**config.mk**
```make
export PLATFORM = sky130hd
export DESIGN_NAME = tilt_balance_controller_top
export DESIGN_NICKNAME = d
export VERILOG_FILES = /design/src/design/tbc_pkg.sv /design/src/design/tbc_front.sv /design/src/design/tbc_queue.sv /design/src/design/tbc_back.sv /design/src/design/tilt_balance_controller_top.sv
export VERILOG_INCLUDE_DIRS = /design/src /design/src/design
export SDC_FILE = /design/constraint.sdc
export NUM_CORES = 2
export LEC_CHECK = 0
export ABC_AREA = 1
export BUFFER_PORTS_ARGS = -buffer_cell sky130_fd_sc_hd__buf_4
export CELL_PAD_IN_SITES_DETAIL_PLACEMENT = 2
export CELL_PAD_IN_SITES_GLOBAL_PLACEMENT = 2
export CORE_ASPECT_RATIO = 0.6
export CORE_MARGIN = 3
export CORE_UTILIZATION = 40
export DETAILED_ROUTE_END_ITERATION = 8
export GPL_TIMING_DRIVEN = 0
export HOLD_SLACK_MARGIN = 0.12
export PLACE_DENSITY = 0.86
export SYNTH_ARGS = -nofsm -noshare
export SYNTH_HDL_FRONTEND = slang
export SYNTH_SLANG_ARGS = --single-unit
```
**constraint.sdc**
```tcl
create_clock -name clk -period 9.5 [get_ports clk]
set_clock_uncertainty 0.15 [all_clocks]
set_input_delay 1.9 -clock clk [delete_from_list [all_inputs] [get_ports clk]]
set_output_delay 1.9 -clock clk [all_outputs]
set_load 0.005 [all_outputs]
```
**src/design/tilt_balance_controller_top_macros.svh**
```systemverilog
// ----------------------------------------------------------------------------
// Tilt balance controller assertion macros
// Concurrent check wrappers shared by the design files; they compile away
// when NO_ASSERTIONS is defined.
// ----------------------------------------------------------------------------
`ifndef TILT_BALANCE_CONTROLLER_TOP_MACROS_SVH
`define TILT_BALANCE_CONTROLLER_TOP_MACROS_SVH

`ifndef NO_ASSERTIONS

// property must hold at every clock edge outside reset
`define TBC_ASSERT(lbl, clk, rstn, prop) \
	lbl: assert property (@(posedge clk) disable iff (!rstn) (prop)) \
		else $error("tbc assertion failed");

// expression must never be true outside reset
`define TBC_ASSERT_NEVER(lbl, clk, rstn, expr) \
	lbl: assert property (@(posedge clk) disable iff (!rstn) !(expr)) \
		else $error("tbc forbidden condition seen");

`else

`define TBC_ASSERT(lbl, clk, rstn, prop)
`define TBC_ASSERT_NEVER(lbl, clk, rstn, expr)

`endif

`endif

```
**src/design/tbc_pkg.sv**
```systemverilog
// ----------------------------------------------------------------------------
// Tilt balance controller package
// Shared types, constants and the CORDIC arctangent table.
// ----------------------------------------------------------------------------
package tbc_pkg;

	// CORDIC angle table geometry
	localparam int ATAN_ENTRIES = 24;
	localparam int ATAN_IW      = 5;

	// Datapath widths
	localparam int ANGLE_W  = 26;  // degrees, Q16, signed
	localparam int CORDIC_W = 28;  // CORDIC x/y working width
	localparam int GYRO_W   = 25;  // gyro increment, degrees Q16, signed

	// Angle constants, degrees Q16
	localparam logic signed [ANGLE_W-1:0] DEG180_Q16   = 26'sd11796480;
	localparam logic signed [ANGLE_W-1:0] TILT_MAX_Q16 = 26'sd16711680;

	// Configuration register indexes
	localparam int CFG_IDX_W  = 3;
	localparam int CFG_DATA_W = 24;
	localparam logic [CFG_IDX_W-1:0] REG_FILTER_WEIGHT = 3'd0;
	localparam logic [CFG_IDX_W-1:0] REG_GYRO_SCALE    = 3'd1;
	localparam logic [CFG_IDX_W-1:0] REG_DRIVE_GAIN    = 3'd2;
	localparam logic [CFG_IDX_W-1:0] REG_DRIVE_LIMIT   = 3'd3;
	localparam logic [CFG_IDX_W-1:0] REG_CUTOFF_ANGLE  = 3'd4;
	localparam logic [CFG_IDX_W-1:0] REG_PWM_MAX       = 3'd5;

	// Configuration reset values
	localparam logic [16:0] RST_FILTER_WEIGHT = 17'd1311;
	localparam logic [23:0] RST_GYRO_SCALE    = 24'd163930;
	localparam logic [11:0] RST_DRIVE_GAIN    = 12'd600;
	localparam logic [15:0] RST_DRIVE_LIMIT   = 16'd1280;
	localparam logic [15:0] RST_CUTOFF_ANGLE  = 16'd15360;
	localparam logic [9:0]  RST_PWM_MAX       = 10'd1023;

	// Mid queue geometry
	localparam int Q_DEPTH = 2;
	localparam int Q_PW    = 1;
	localparam int Q_CW    = 2;

	// Configuration register bank
	typedef struct packed {
		logic [16:0] filter_weight;
		logic [23:0] gyro_scale;
		logic [11:0] drive_gain;
		logic [15:0] drive_limit;
		logic [15:0] cutoff_angle;
		logic [9:0]  pwm_max;
	} cfg_t;

	// One classified measurement handed from front to back
	typedef struct packed {
		logic signed [ANGLE_W-1:0] accel;
		logic signed [GYRO_W-1:0]  gyro;
	} meas_t;

	typedef enum logic [1:0] {
		F_IDLE,
		F_RUN,
		F_PUSH
	} front_state_t;

	typedef enum logic [2:0] {
		B_IDLE,
		B_MUL_OLD,
		B_MUL_NEW,
		B_SAT,
		B_CLAMP,
		B_GAIN,
		B_OUT
	} back_state_t;

	// atan(2^-i) in degrees, Q16
	function automatic logic [21:0] atan_deg(input logic [ATAN_IW-1:0] idx);
		logic [21:0] v;
		case (idx)
			5'd0:    v = 22'd2949120;
			5'd1:    v = 22'd1740967;
			5'd2:    v = 22'd919879;
			5'd3:    v = 22'd466945;
			5'd4:    v = 22'd234379;
			5'd5:    v = 22'd117304;
			5'd6:    v = 22'd58666;
			5'd7:    v = 22'd29335;
			5'd8:    v = 22'd14668;
			5'd9:    v = 22'd7334;
			5'd10:   v = 22'd3667;
			5'd11:   v = 22'd1833;
			5'd12:   v = 22'd917;
			5'd13:   v = 22'd458;
			5'd14:   v = 22'd229;
			5'd15:   v = 22'd115;
			5'd16:   v = 22'd57;
			5'd17:   v = 22'd29;
			5'd18:   v = 22'd14;
			5'd19:   v = 22'd7;
			5'd20:   v = 22'd4;
			5'd21:   v = 22'd2;
			5'd22:   v = 22'd1;
			default: v = 22'd0;
		endcase
		return v;
	endfunction

endpackage

```
**src/design/tbc_front.sv**
```systemverilog
// ----------------------------------------------------------------------------
// Tilt balance controller front end
// Accepts sensor items, runs the vectoring CORDIC for the accelerometer angle
// and scales the gyro rate, then hands one measurement to the mid queue.
// ----------------------------------------------------------------------------
module tbc_front #(
	parameter int CORDIC_STEPS = 16
) (
	input  logic                  clk,
	input  logic                  arst_n,
	input  logic                  push,
	output logic                  full,
	input  logic signed [15:0]    accel_sine,
	input  logic signed [15:0]    accel_cosine,
	input  logic signed [15:0]    gyro_rate,
	input  logic [23:0]           gyro_scale,
	output logic                  q_push,
	input  logic                  q_full,
	output tbc_pkg::meas_t        q_data
);

	localparam int IW = tbc_pkg::ATAN_IW;
	localparam int CW = tbc_pkg::CORDIC_W;
	localparam int AW = tbc_pkg::ANGLE_W;
	localparam logic [IW-1:0] LAST_STEP = IW'(CORDIC_STEPS - 1);

	tbc_pkg::front_state_t state_q, state_d;

	logic signed [CW-1:0] x_q, y_q;
	logic signed [AW-1:0] z_q, base_q;
	logic                 zero_q;
	logic [IW-1:0]        cnt_q;
	logic signed [15:0]   gyro_q;
	logic signed [40:0]   gprod_q;

	logic                 in_fire;
	logic signed [16:0]   x_in, y_in, x_m, y_m;
	logic signed [CW-1:0] dx, dy;
	logic signed [AW-1:0] atan_step;
	logic                 y_pos;

	assign in_fire = push && !full;

	// Mirror left half-plane vectors through the origin
	assign x_in = {accel_cosine[15], accel_cosine};
	assign y_in = {accel_sine[15], accel_sine};
	assign x_m  = accel_cosine[15] ? -x_in : x_in;
	assign y_m  = accel_cosine[15] ? -y_in : y_in;

	// One CORDIC micro-rotation
	assign dx        = y_q >>> cnt_q;
	assign dy        = x_q >>> cnt_q;
	assign atan_step = {4'b0000, tbc_pkg::atan_deg(cnt_q)};
	assign y_pos     = !y_q[CW-1] && (y_q != '0);

	// Next state
	always_comb begin
		state_d = state_q;
		unique case (state_q)
			tbc_pkg::F_IDLE: begin
				if (in_fire)
					state_d = tbc_pkg::F_RUN;
			end
			tbc_pkg::F_RUN: begin
				if (cnt_q == LAST_STEP)
					state_d = tbc_pkg::F_PUSH;
			end
			tbc_pkg::F_PUSH: begin
				if (!q_full)
					state_d = tbc_pkg::F_IDLE;
			end
			default: state_d = tbc_pkg::F_IDLE;
		endcase
	end

	// Handshake outputs
	always_comb begin
		full   = 1'b1;
		q_push = 1'b0;
		unique case (state_q)
			tbc_pkg::F_IDLE: full = 1'b0;
			tbc_pkg::F_RUN:  full = 1'b1;
			tbc_pkg::F_PUSH: q_push = 1'b1;
			default:         full = 1'b1;
		endcase
	end

	// Measurement handed to the back end
	always_comb begin
		q_data.accel = zero_q ? '0 : base_q + z_q;
		q_data.gyro  = gprod_q[40:16];
	end

	always_ff @(posedge clk or negedge arst_n) begin
		if (!arst_n)
			state_q <= tbc_pkg::F_IDLE;
		else
			state_q <= state_d;
	end

	// CORDIC datapath and gyro scaling
	always_ff @(posedge clk) begin
		if (in_fire) begin
			x_q    <= {{3{x_m[16]}}, x_m, 8'b0};
			y_q    <= {{3{y_m[16]}}, y_m, 8'b0};
			z_q    <= '0;
			cnt_q  <= '0;
			zero_q <= (accel_sine == 16'sd0) && (accel_cosine == 16'sd0);
			gyro_q <= gyro_rate;
			if (!accel_cosine[15])
				base_q <= '0;
			else if (accel_sine[15])
				base_q <= -tbc_pkg::DEG180_Q16;
			else
				base_q <= tbc_pkg::DEG180_Q16;
		end else if (state_q == tbc_pkg::F_RUN) begin
			cnt_q   <= cnt_q + 1'b1;
			gprod_q <= gyro_q * $signed({1'b0, gyro_scale});
			if (y_pos) begin
				x_q <= x_q + dx;
				y_q <= y_q - dy;
				z_q <= z_q + atan_step;
			end else begin
				x_q <= x_q - dx;
				y_q <= y_q + dy;
				z_q <= z_q - atan_step;
			end
		end
	end

endmodule

```
**src/design/tbc_queue.sv**
```systemverilog
// ----------------------------------------------------------------------------
// Tilt balance controller mid queue
// Two-entry FIFO of measurements between the front and back ends.
// ----------------------------------------------------------------------------
`include "tilt_balance_controller_top_macros.svh"

module tbc_queue (
	input  logic           clk,
	input  logic           arst_n,
	input  logic           wr_en,
	input  tbc_pkg::meas_t wr_data,
	output logic           full,
	input  logic           rd_en,
	output tbc_pkg::meas_t rd_data,
	output logic           empty
);

	localparam int PW = tbc_pkg::Q_PW;
	localparam int CW = tbc_pkg::Q_CW;

	tbc_pkg::meas_t mem_q [tbc_pkg::Q_DEPTH];
	logic [PW-1:0]  wr_ptr_q, rd_ptr_q;
	logic [CW-1:0]  cnt_q;
	logic           do_wr, do_rd;

	assign full    = (cnt_q == CW'(tbc_pkg::Q_DEPTH));
	assign empty   = (cnt_q == '0);
	assign do_wr   = wr_en && !full;
	assign do_rd   = rd_en && !empty;
	assign rd_data = mem_q[rd_ptr_q];

	// Pointers and fill count
	always_ff @(posedge clk or negedge arst_n) begin
		if (!arst_n) begin
			wr_ptr_q <= '0;
			rd_ptr_q <= '0;
			cnt_q    <= '0;
		end else begin
			if (do_wr)
				wr_ptr_q <= wr_ptr_q + 1'b1;
			if (do_rd)
				rd_ptr_q <= rd_ptr_q + 1'b1;
			if (do_wr && !do_rd)
				cnt_q <= cnt_q + 1'b1;
			else if (do_rd && !do_wr)
				cnt_q <= cnt_q - 1'b1;
		end
	end

	// Entry storage
	always_ff @(posedge clk) begin
		if (do_wr)
			mem_q[wr_ptr_q] <= wr_data;
	end

	`TBC_ASSERT(a_q_cnt_bound, clk, arst_n, cnt_q <= CW'(tbc_pkg::Q_DEPTH))
	`TBC_ASSERT_NEVER(a_q_full_empty, clk, arst_n, full && empty)
	`TBC_ASSERT_NEVER(a_q_pop_empty, clk, arst_n, rd_en && empty)

endmodule

```
**src/design/tbc_back.sv**
```systemverilog
// ----------------------------------------------------------------------------
// Tilt balance controller back end
// Complementary filter update, drive computation and the result register,
// sequenced over one shared multiplier.
// ----------------------------------------------------------------------------
`include "tilt_balance_controller_top_macros.svh"

module tbc_back (
	input  logic                clk,
	input  logic                arst_n,
	input  tbc_pkg::cfg_t       cfg,
	input  logic                q_empty,
	input  tbc_pkg::meas_t      q_data,
	output logic                q_pop,
	output logic                empty,
	input  logic                pop,
	output logic [9:0]          drive_forward,
	output logic [9:0]          drive_reverse,
	output logic signed [16:0]  tilt_estimate,
	output logic                tipped_over
);

	localparam int AW = tbc_pkg::ANGLE_W;

	tbc_pkg::back_state_t state_q, state_d;

	logic signed [AW-1:0] tilt_q;
	logic signed [AW:0]   sum_q;
	logic signed [AW-1:0] accel_q;
	logic signed [45:0]   prod_q, acc_q;
	logic [23:0]          cmag_q;
	logic                 cneg_q, tip_q;
	logic [20:0]          mag_q;

	logic                 out_valid_q, out_tip_q;
	logic [9:0]           out_fwd_q, out_rev_q;
	logic signed [16:0]   out_tilt_q;

	logic [16:0]          w_eff, w_inv;
	logic [16:0]          mul_a;
	logic signed [27:0]   mul_b;
	logic signed [45:0]   mul_p;
	logic signed [45:0]   mix;
	logic signed [29:0]   mix_sh;
	logic [23:0]          tabs, lim;
	logic [9:0]           dmag;
	logic                 out_wr;

	// Weight above one acts as one
	assign w_eff = cfg.filter_weight[16] ? 17'd65536 : cfg.filter_weight;
	assign w_inv = 17'd65536 - w_eff;

	// Shared multiplier
	assign mul_p = $signed({1'b0, mul_a}) * mul_b;

	// Filter mix, back to Q16
	assign mix    = acc_q + prod_q;
	assign mix_sh = mix[45:16];

	// Tilt magnitude and drive clamp
	assign tabs = tilt_q[AW-1] ? 24'(-tilt_q) : tilt_q[23:0];
	assign lim  = {cfg.drive_limit, 8'b0};

	// Duty magnitude after cutoff and pwm clamp
	assign dmag = tip_q ? 10'd0
	            : (mag_q > {11'b0, cfg.pwm_max}) ? cfg.pwm_max : mag_q[9:0];

	// Next state
	always_comb begin
		state_d = state_q;
		unique case (state_q)
			tbc_pkg::B_IDLE:    if (!q_empty) state_d = tbc_pkg::B_MUL_OLD;
			tbc_pkg::B_MUL_OLD: state_d = tbc_pkg::B_MUL_NEW;
			tbc_pkg::B_MUL_NEW: state_d = tbc_pkg::B_SAT;
			tbc_pkg::B_SAT:     state_d = tbc_pkg::B_CLAMP;
			tbc_pkg::B_CLAMP:   state_d = tbc_pkg::B_GAIN;
			tbc_pkg::B_GAIN:    state_d = tbc_pkg::B_OUT;
			tbc_pkg::B_OUT:     if (!out_valid_q || pop) state_d = tbc_pkg::B_IDLE;
			default:            state_d = tbc_pkg::B_IDLE;
		endcase
	end

	// Control outputs and multiplier operand selection
	always_comb begin
		q_pop  = 1'b0;
		out_wr = 1'b0;
		mul_a  = '0;
		mul_b  = '0;
		unique case (state_q)
			tbc_pkg::B_IDLE: q_pop = !q_empty;
			tbc_pkg::B_MUL_OLD: begin
				mul_a = w_inv;
				mul_b = {sum_q[AW], sum_q};
			end
			tbc_pkg::B_MUL_NEW: begin
				mul_a = w_eff;
				mul_b = {{2{accel_q[AW-1]}}, accel_q};
			end
			tbc_pkg::B_GAIN: begin
				mul_a = {5'b0, cfg.drive_gain};
				mul_b = {4'b0, cmag_q};
			end
			tbc_pkg::B_OUT: out_wr = !out_valid_q || pop;
			default: q_pop = 1'b0;
		endcase
	end

	always_ff @(posedge clk or negedge arst_n) begin
		if (!arst_n) begin
			state_q <= tbc_pkg::B_IDLE;
			tilt_q  <= '0;
		end else begin
			state_q <= state_d;
			// Saturate the filtered tilt to +-255 degrees
			if (state_q == tbc_pkg::B_SAT) begin
				if (mix_sh > 30'(tbc_pkg::TILT_MAX_Q16))
					tilt_q <= tbc_pkg::TILT_MAX_Q16;
				else if (mix_sh < -30'(tbc_pkg::TILT_MAX_Q16))
					tilt_q <= -tbc_pkg::TILT_MAX_Q16;
				else
					tilt_q <= mix_sh[AW-1:0];
			end
		end
	end

	// Working registers
	always_ff @(posedge clk) begin
		unique case (state_q)
			tbc_pkg::B_IDLE: begin
				sum_q   <= {tilt_q[AW-1], tilt_q}
				         + {{2{q_data.gyro[tbc_pkg::GYRO_W-1]}}, q_data.gyro};
				accel_q <= q_data.accel;
			end
			tbc_pkg::B_MUL_OLD: prod_q <= mul_p;
			tbc_pkg::B_MUL_NEW: begin
				acc_q  <= prod_q;
				prod_q <= mul_p;
			end
			tbc_pkg::B_CLAMP: begin
				cmag_q <= (tabs > lim) ? lim : tabs;
				cneg_q <= tilt_q[AW-1];
				tip_q  <= tabs >= {cfg.cutoff_angle, 8'b0};
			end
			tbc_pkg::B_GAIN: mag_q <= mul_p[36:16];
			default: mag_q <= mag_q;
		endcase
	end

	// Result register
	always_ff @(posedge clk or negedge arst_n) begin
		if (!arst_n)
			out_valid_q <= 1'b0;
		else if (out_wr)
			out_valid_q <= 1'b1;
		else if (pop)
			out_valid_q <= 1'b0;
	end

	always_ff @(posedge clk) begin
		if (out_wr) begin
			out_fwd_q  <= cneg_q ? 10'd0 : dmag;
			out_rev_q  <= cneg_q ? dmag : 10'd0;
			out_tilt_q <= tilt_q[24:8];
			out_tip_q  <= tip_q;
		end
	end

	assign empty         = !out_valid_q;
	assign drive_forward = out_fwd_q;
	assign drive_reverse = out_rev_q;
	assign tilt_estimate = out_tilt_q;
	assign tipped_over   = out_tip_q;

	`TBC_ASSERT(a_tilt_bound, clk, arst_n,
		(tilt_q <= tbc_pkg::TILT_MAX_Q16) && (tilt_q >= -tbc_pkg::TILT_MAX_Q16))
	`TBC_ASSERT_NEVER(a_both_dirs, clk, arst_n,
		out_valid_q && (out_fwd_q != 10'd0) && (out_rev_q != 10'd0))
	`TBC_ASSERT(a_tip_zero, clk, arst_n,
		(out_valid_q && out_tip_q) |-> (out_fwd_q == 10'd0 && out_rev_q == 10'd0))

endmodule

```
**src/design/tilt_balance_controller_top.sv**
```systemverilog
// ----------------------------------------------------------------------------
// Tilt balance controller top level
// Complementary-filter tilt estimate with a proportional, sign-split drive.
// ----------------------------------------------------------------------------
// Usage:
//   Input channel: drive accel_sine, accel_cosine and gyro_rate with push; an
//   item is taken on a clock edge with push high and full low.
//   Result channel: while empty is low the ports carry the oldest result;
//   pop high on a clock edge takes it.
//   Configuration: cfg_valid with cfg_index and cfg_data writes one register;
//   cfg_ready is always high. Write only while the block is idle.
//   Input rate: set by the front end's CORDIC, one micro-rotation per cycle;
//   the front takes no new item until it has handed the last one on.
//   Result path: after the CORDIC the back end pops the queued item and runs
//   its six steps (two filter multiplies, saturate, clamp, gain, result write)
//   before the result shows.
//   A two-entry queue between front and back and a result register let the
//   front keep accepting while an unread result waits; when the receiver
//   stalls, the back end holds its finished item; once the queue is full the
//   front holds its own and full stays high.
//   Reset clears the tilt to zero, loads the default registers and empties
//   the queue and the result register.
// ----------------------------------------------------------------------------
module tilt_balance_controller_top #(
	parameter int CORDIC_STEPS = 16
) (
	input  logic                           clk,
	input  logic                           arst_n,
	input  logic                           push,
	output logic                           full,
	input  logic signed [15:0]             accel_sine,
	input  logic signed [15:0]             accel_cosine,
	input  logic signed [15:0]             gyro_rate,
	output logic                           empty,
	input  logic                           pop,
	output logic [9:0]                     drive_forward,
	output logic [9:0]                     drive_reverse,
	output logic signed [16:0]             tilt_estimate,
	output logic                           tipped_over,
	input  logic                           cfg_valid,
	output logic                           cfg_ready,
	input  logic [tbc_pkg::CFG_IDX_W-1:0]  cfg_index,
	input  logic [tbc_pkg::CFG_DATA_W-1:0] cfg_data
);

	tbc_pkg::cfg_t  cfg_q;
	tbc_pkg::meas_t fq_data, bq_data;
	logic           fq_push, fq_full, bq_pop, bq_empty;

	assign cfg_ready = 1'b1;

	// Configuration registers
	always_ff @(posedge clk or negedge arst_n) begin
		if (!arst_n) begin
			cfg_q.filter_weight <= tbc_pkg::RST_FILTER_WEIGHT;
			cfg_q.gyro_scale    <= tbc_pkg::RST_GYRO_SCALE;
			cfg_q.drive_gain    <= tbc_pkg::RST_DRIVE_GAIN;
			cfg_q.drive_limit   <= tbc_pkg::RST_DRIVE_LIMIT;
			cfg_q.cutoff_angle  <= tbc_pkg::RST_CUTOFF_ANGLE;
			cfg_q.pwm_max       <= tbc_pkg::RST_PWM_MAX;
		end else if (cfg_valid && cfg_ready) begin
			unique case (cfg_index)
				tbc_pkg::REG_FILTER_WEIGHT: cfg_q.filter_weight <= cfg_data[16:0];
				tbc_pkg::REG_GYRO_SCALE:    cfg_q.gyro_scale    <= cfg_data[23:0];
				tbc_pkg::REG_DRIVE_GAIN:    cfg_q.drive_gain    <= cfg_data[11:0];
				tbc_pkg::REG_DRIVE_LIMIT:   cfg_q.drive_limit   <= cfg_data[15:0];
				tbc_pkg::REG_CUTOFF_ANGLE:  cfg_q.cutoff_angle  <= cfg_data[15:0];
				tbc_pkg::REG_PWM_MAX:       cfg_q.pwm_max       <= cfg_data[9:0];
				default:                    cfg_q               <= cfg_q;
			endcase
		end
	end

	tbc_front #(
		.CORDIC_STEPS (CORDIC_STEPS)
	) u_front (
		.clk          (clk),
		.arst_n       (arst_n),
		.push         (push),
		.full         (full),
		.accel_sine   (accel_sine),
		.accel_cosine (accel_cosine),
		.gyro_rate    (gyro_rate),
		.gyro_scale   (cfg_q.gyro_scale),
		.q_push       (fq_push),
		.q_full       (fq_full),
		.q_data       (fq_data)
	);

	tbc_queue u_queue (
		.clk     (clk),
		.arst_n  (arst_n),
		.wr_en   (fq_push),
		.wr_data (fq_data),
		.full    (fq_full),
		.rd_en   (bq_pop),
		.rd_data (bq_data),
		.empty   (bq_empty)
	);

	tbc_back u_back (
		.clk           (clk),
		.arst_n        (arst_n),
		.cfg           (cfg_q),
		.q_empty       (bq_empty),
		.q_data        (bq_data),
		.q_pop         (bq_pop),
		.empty         (empty),
		.pop           (pop),
		.drive_forward (drive_forward),
		.drive_reverse (drive_reverse),
		.tilt_estimate (tilt_estimate),
		.tipped_over   (tipped_over)
	);

endmodule

```
==> reports/results.ini <==
[status]
status=finished clean

[global_routing]
antenna_found_initial=35
track_usage_pct=37.4
grt_pass1_wl_mm=491
grt-ovfl-total=0
grt_pass1_vias=72985
grt_max_degree=83

[timing]
finalCritPeriodShare_pct=98.7
worst_slew_pin_slew_ns=1.31
max_freq_mhz=107
finalMaxSlewViolations=0
setup_viol=0
slew_headroom_pct=12.8
rsz0062_at_grt=true
tns_ns=0
finalCriticalPeriod_ns=9.38
hold_viol=0
holdWs_ns=0.304

[setup_path]
cp.arrival_ns=9.61
cp-end-kind=flip-flop
cp-start-kind=flip-flop
cp.required_ns=9.73
crit_type=reg -> reg
cp_max_fo=19

[layout]
final_core_utilization_pct=44.7
layout.nets=10291
final_area_sq_um=75300
final_layout_size_suffix_gt1_share_pct=5.46
syn2layout_area_growth_pct=9.95

[yosys]
synth.top_cells.by_count=nand2_1 (2346), inv_1 (1712), fa_1 (760)
yosys.cell_types.count=67
synth_area_leaders=fa_1 (22%), edfxtp_1 (18%), nand2_1 (13%)
yosys_register_bits=617
post-synth-top-count-cell=nand2_1
synth-edff-count=417
synth_flop_cell=edfxtp_1
synth_area_sq_um=68500
yosysWarnings=0
seq_area_frac_synth_pct=25.1
async_flop_share_pct=21.2
synth_nets=10087
syn_avg_cell_area_sq_um=7.80
synthesis.instances=8787
synth_top_area_cell=fa_1
synth_top_area_share_pct=22.2

[drt]
drt_iter0_markers=6928
vias_per_cell=5.84
wl_per_cell_um=29.7
drc=0
first_pass_iters=5
num_vias=66012
antenna_left=0
drt-total-wl_mm=336

[floorplanning]
die_x_um=540
initial_core_util_pct=40.7
chipHeight_um=327
dieArea_sq_um=176000
num_rows=116
core_region_area_sq_um=169000
io_pins=121

[clocking]
clock_latency_ns=0.74
cts_tree=yes
cts_inserted_buffers=72
clkTransAtPathRegs_ns=0.07
cts-root-buf=clkbuf_16
clk_path_buf_depth=3
h-tree-depth=3
cts_num_sinks=617

[place]
post-dp-hpwl_mm=270
dpl_cell_area_sq_um=72500
routabilityCongestion=1.01
portBuffers=119

[flow_run]
max_cap_viol_count=0

[min_path]
min_path_type=reg -> reg

critical path: stages, from the launching register on:
cell,delay [ns]
dfrtp_1,0.35
inv_1,0.08
nor2_1,0.10
inv_1,0.06
nor2_1,0.18
clkinv_1,0.63
nand2_4,0.59
a22o_1,0.19
clkbuf_1,0.64
clkbuf_1,0.52
nand2_1,0.14
fa_1,0.51
inv_1,0.05
fa_1,0.55
inv_1,0.08
fa_1,0.52
inv_1,0.05
ha_1,0.28
inv_1,0.06
fa_1,0.55
inv_1,0.06
ha_1,0.38
inv_1,0.09
o31ai_1,0.87
a31oi_1,0.30
o21ai_0,0.31
xor2_1,0.68
worst paths after layout:
check                                    start                    to  slack, ns  cells after the start
hold reg to reg            u_front.gprod_q[38]  u_queue.mem_q[1][22]       0.30                      0
hold / removal             u_front.gprod_q[38]  u_queue.mem_q[1][22]       0.30                      0
setup reg to reg             u_back.state_q[1]     u_back.prod_q[21]       0.12                     26
max in group asynchronous               arst_n    u_back.out_valid_q       7.18                      2
setup / recovery             u_back.state_q[1]     u_back.prod_q[21]       0.12                     26
min in group asynchronous               arst_n             cfg_q[64]       1.01                      1
final cells by class:
| type | count | area (sq um) |
|---|---|---|
| Inverter | 1744 | 6570 |
| Clock inverter | 34 | 447 |
| Buffer | 282 | 1260 |
| Antenna cell | 15 | 37.5 |
| Fill cell | 19117 | 93200 |
| Sequential cell | 617 | 17200 |
| Multi-Input combinational cell | 6142 | 43800 |
| Timing Repair Buffer | 132 | 1190 |
| Clock buffer | 99 | 2050 |
| Tap cell | 2242 | 2810 |
routing by layer:
metal  share of wire, %  global-route usage (%)
met5              0.038                       0
met4                4.0                    12.8
met3                 10                    9.47
met2                 43                    57.1
met1                 43                    51.5
cells in the final DEF (no fill, tap or decap), drive strengths merged, types with 12 or more instances in the layout:
cell type,count
nand2,2353
inv,1734
fa,760
nor2,722
ha,460
o21ai,434
edfxtp,417
nand3,370
a21oi,340
clkbuf,308
buf,205
xor2,146
dfrtp,98
xnor2,73
nor3,73
dfxtp,69
a31oi,54
nand4,51
or2,47
dfstp,33
clkinv,32
o211ai,30
o22ai,25
a21boi,22
nor4,19
o21bai,19
a21o,17
o21a,17
diode,15
a22oi,13
nand3b,12
o31ai,12
registers in the layout (all words and copies together), names as in the netlist, 17 cells and up:
signal / cells
u_back.tilt_q: 26
u_back.prod_q: 46
u_front.z_q: 26
u_back.sum_q: 27
u_back.acc_q: 46
cfg_q: 95
u_back.tilt_estimate: 17
u_back.mag_q: 21
u_front.x_q: 28
u_front.atan_step: 22
u_queue.mem_q: 102
u_front.gprod_q: 25
u_back.cmag_q: 24
u_back.accel_q: 26
u_front.y_q: 28
what timing repair did:
action | 4_1_cts | 5_1_grt
hold buffers | 0 | 0
endpoints found under the setup margin | 51 | 45
resized for setup | 28 | 60
pin swaps | 0 | 1
buffers inserted | 0 | 1
metrics by stage:
stage	setup WS, ns	std cells
after global routing	-0.0861	11295
final	0.121	11307
after detailed placement	-1.14	11160
after global placement	-2.99	11148
after floorplan	1.02	8787
after CTS	0.00653	11293
logic make-up after synthesis:
group / Yosys count / share of synthesized area, %
AND/OR/NAND/NOR: 3665 / 21.5
other: 1 / 0.00547
adder cells (fa/ha/maj): 1220 / 30.6
buffers and inverters: 2028 / 11.3
AO/OA/AOI/OAI: 1023 / 8.37
XOR/XNOR: 219 / 2.80
flip-flops: 617 / 25.1
multiplexers: 14 / 0.217
Power is left out: the tool's default activity adds up to more than one toggle a clock period on the data nets, which glitch-free logic cannot reach.
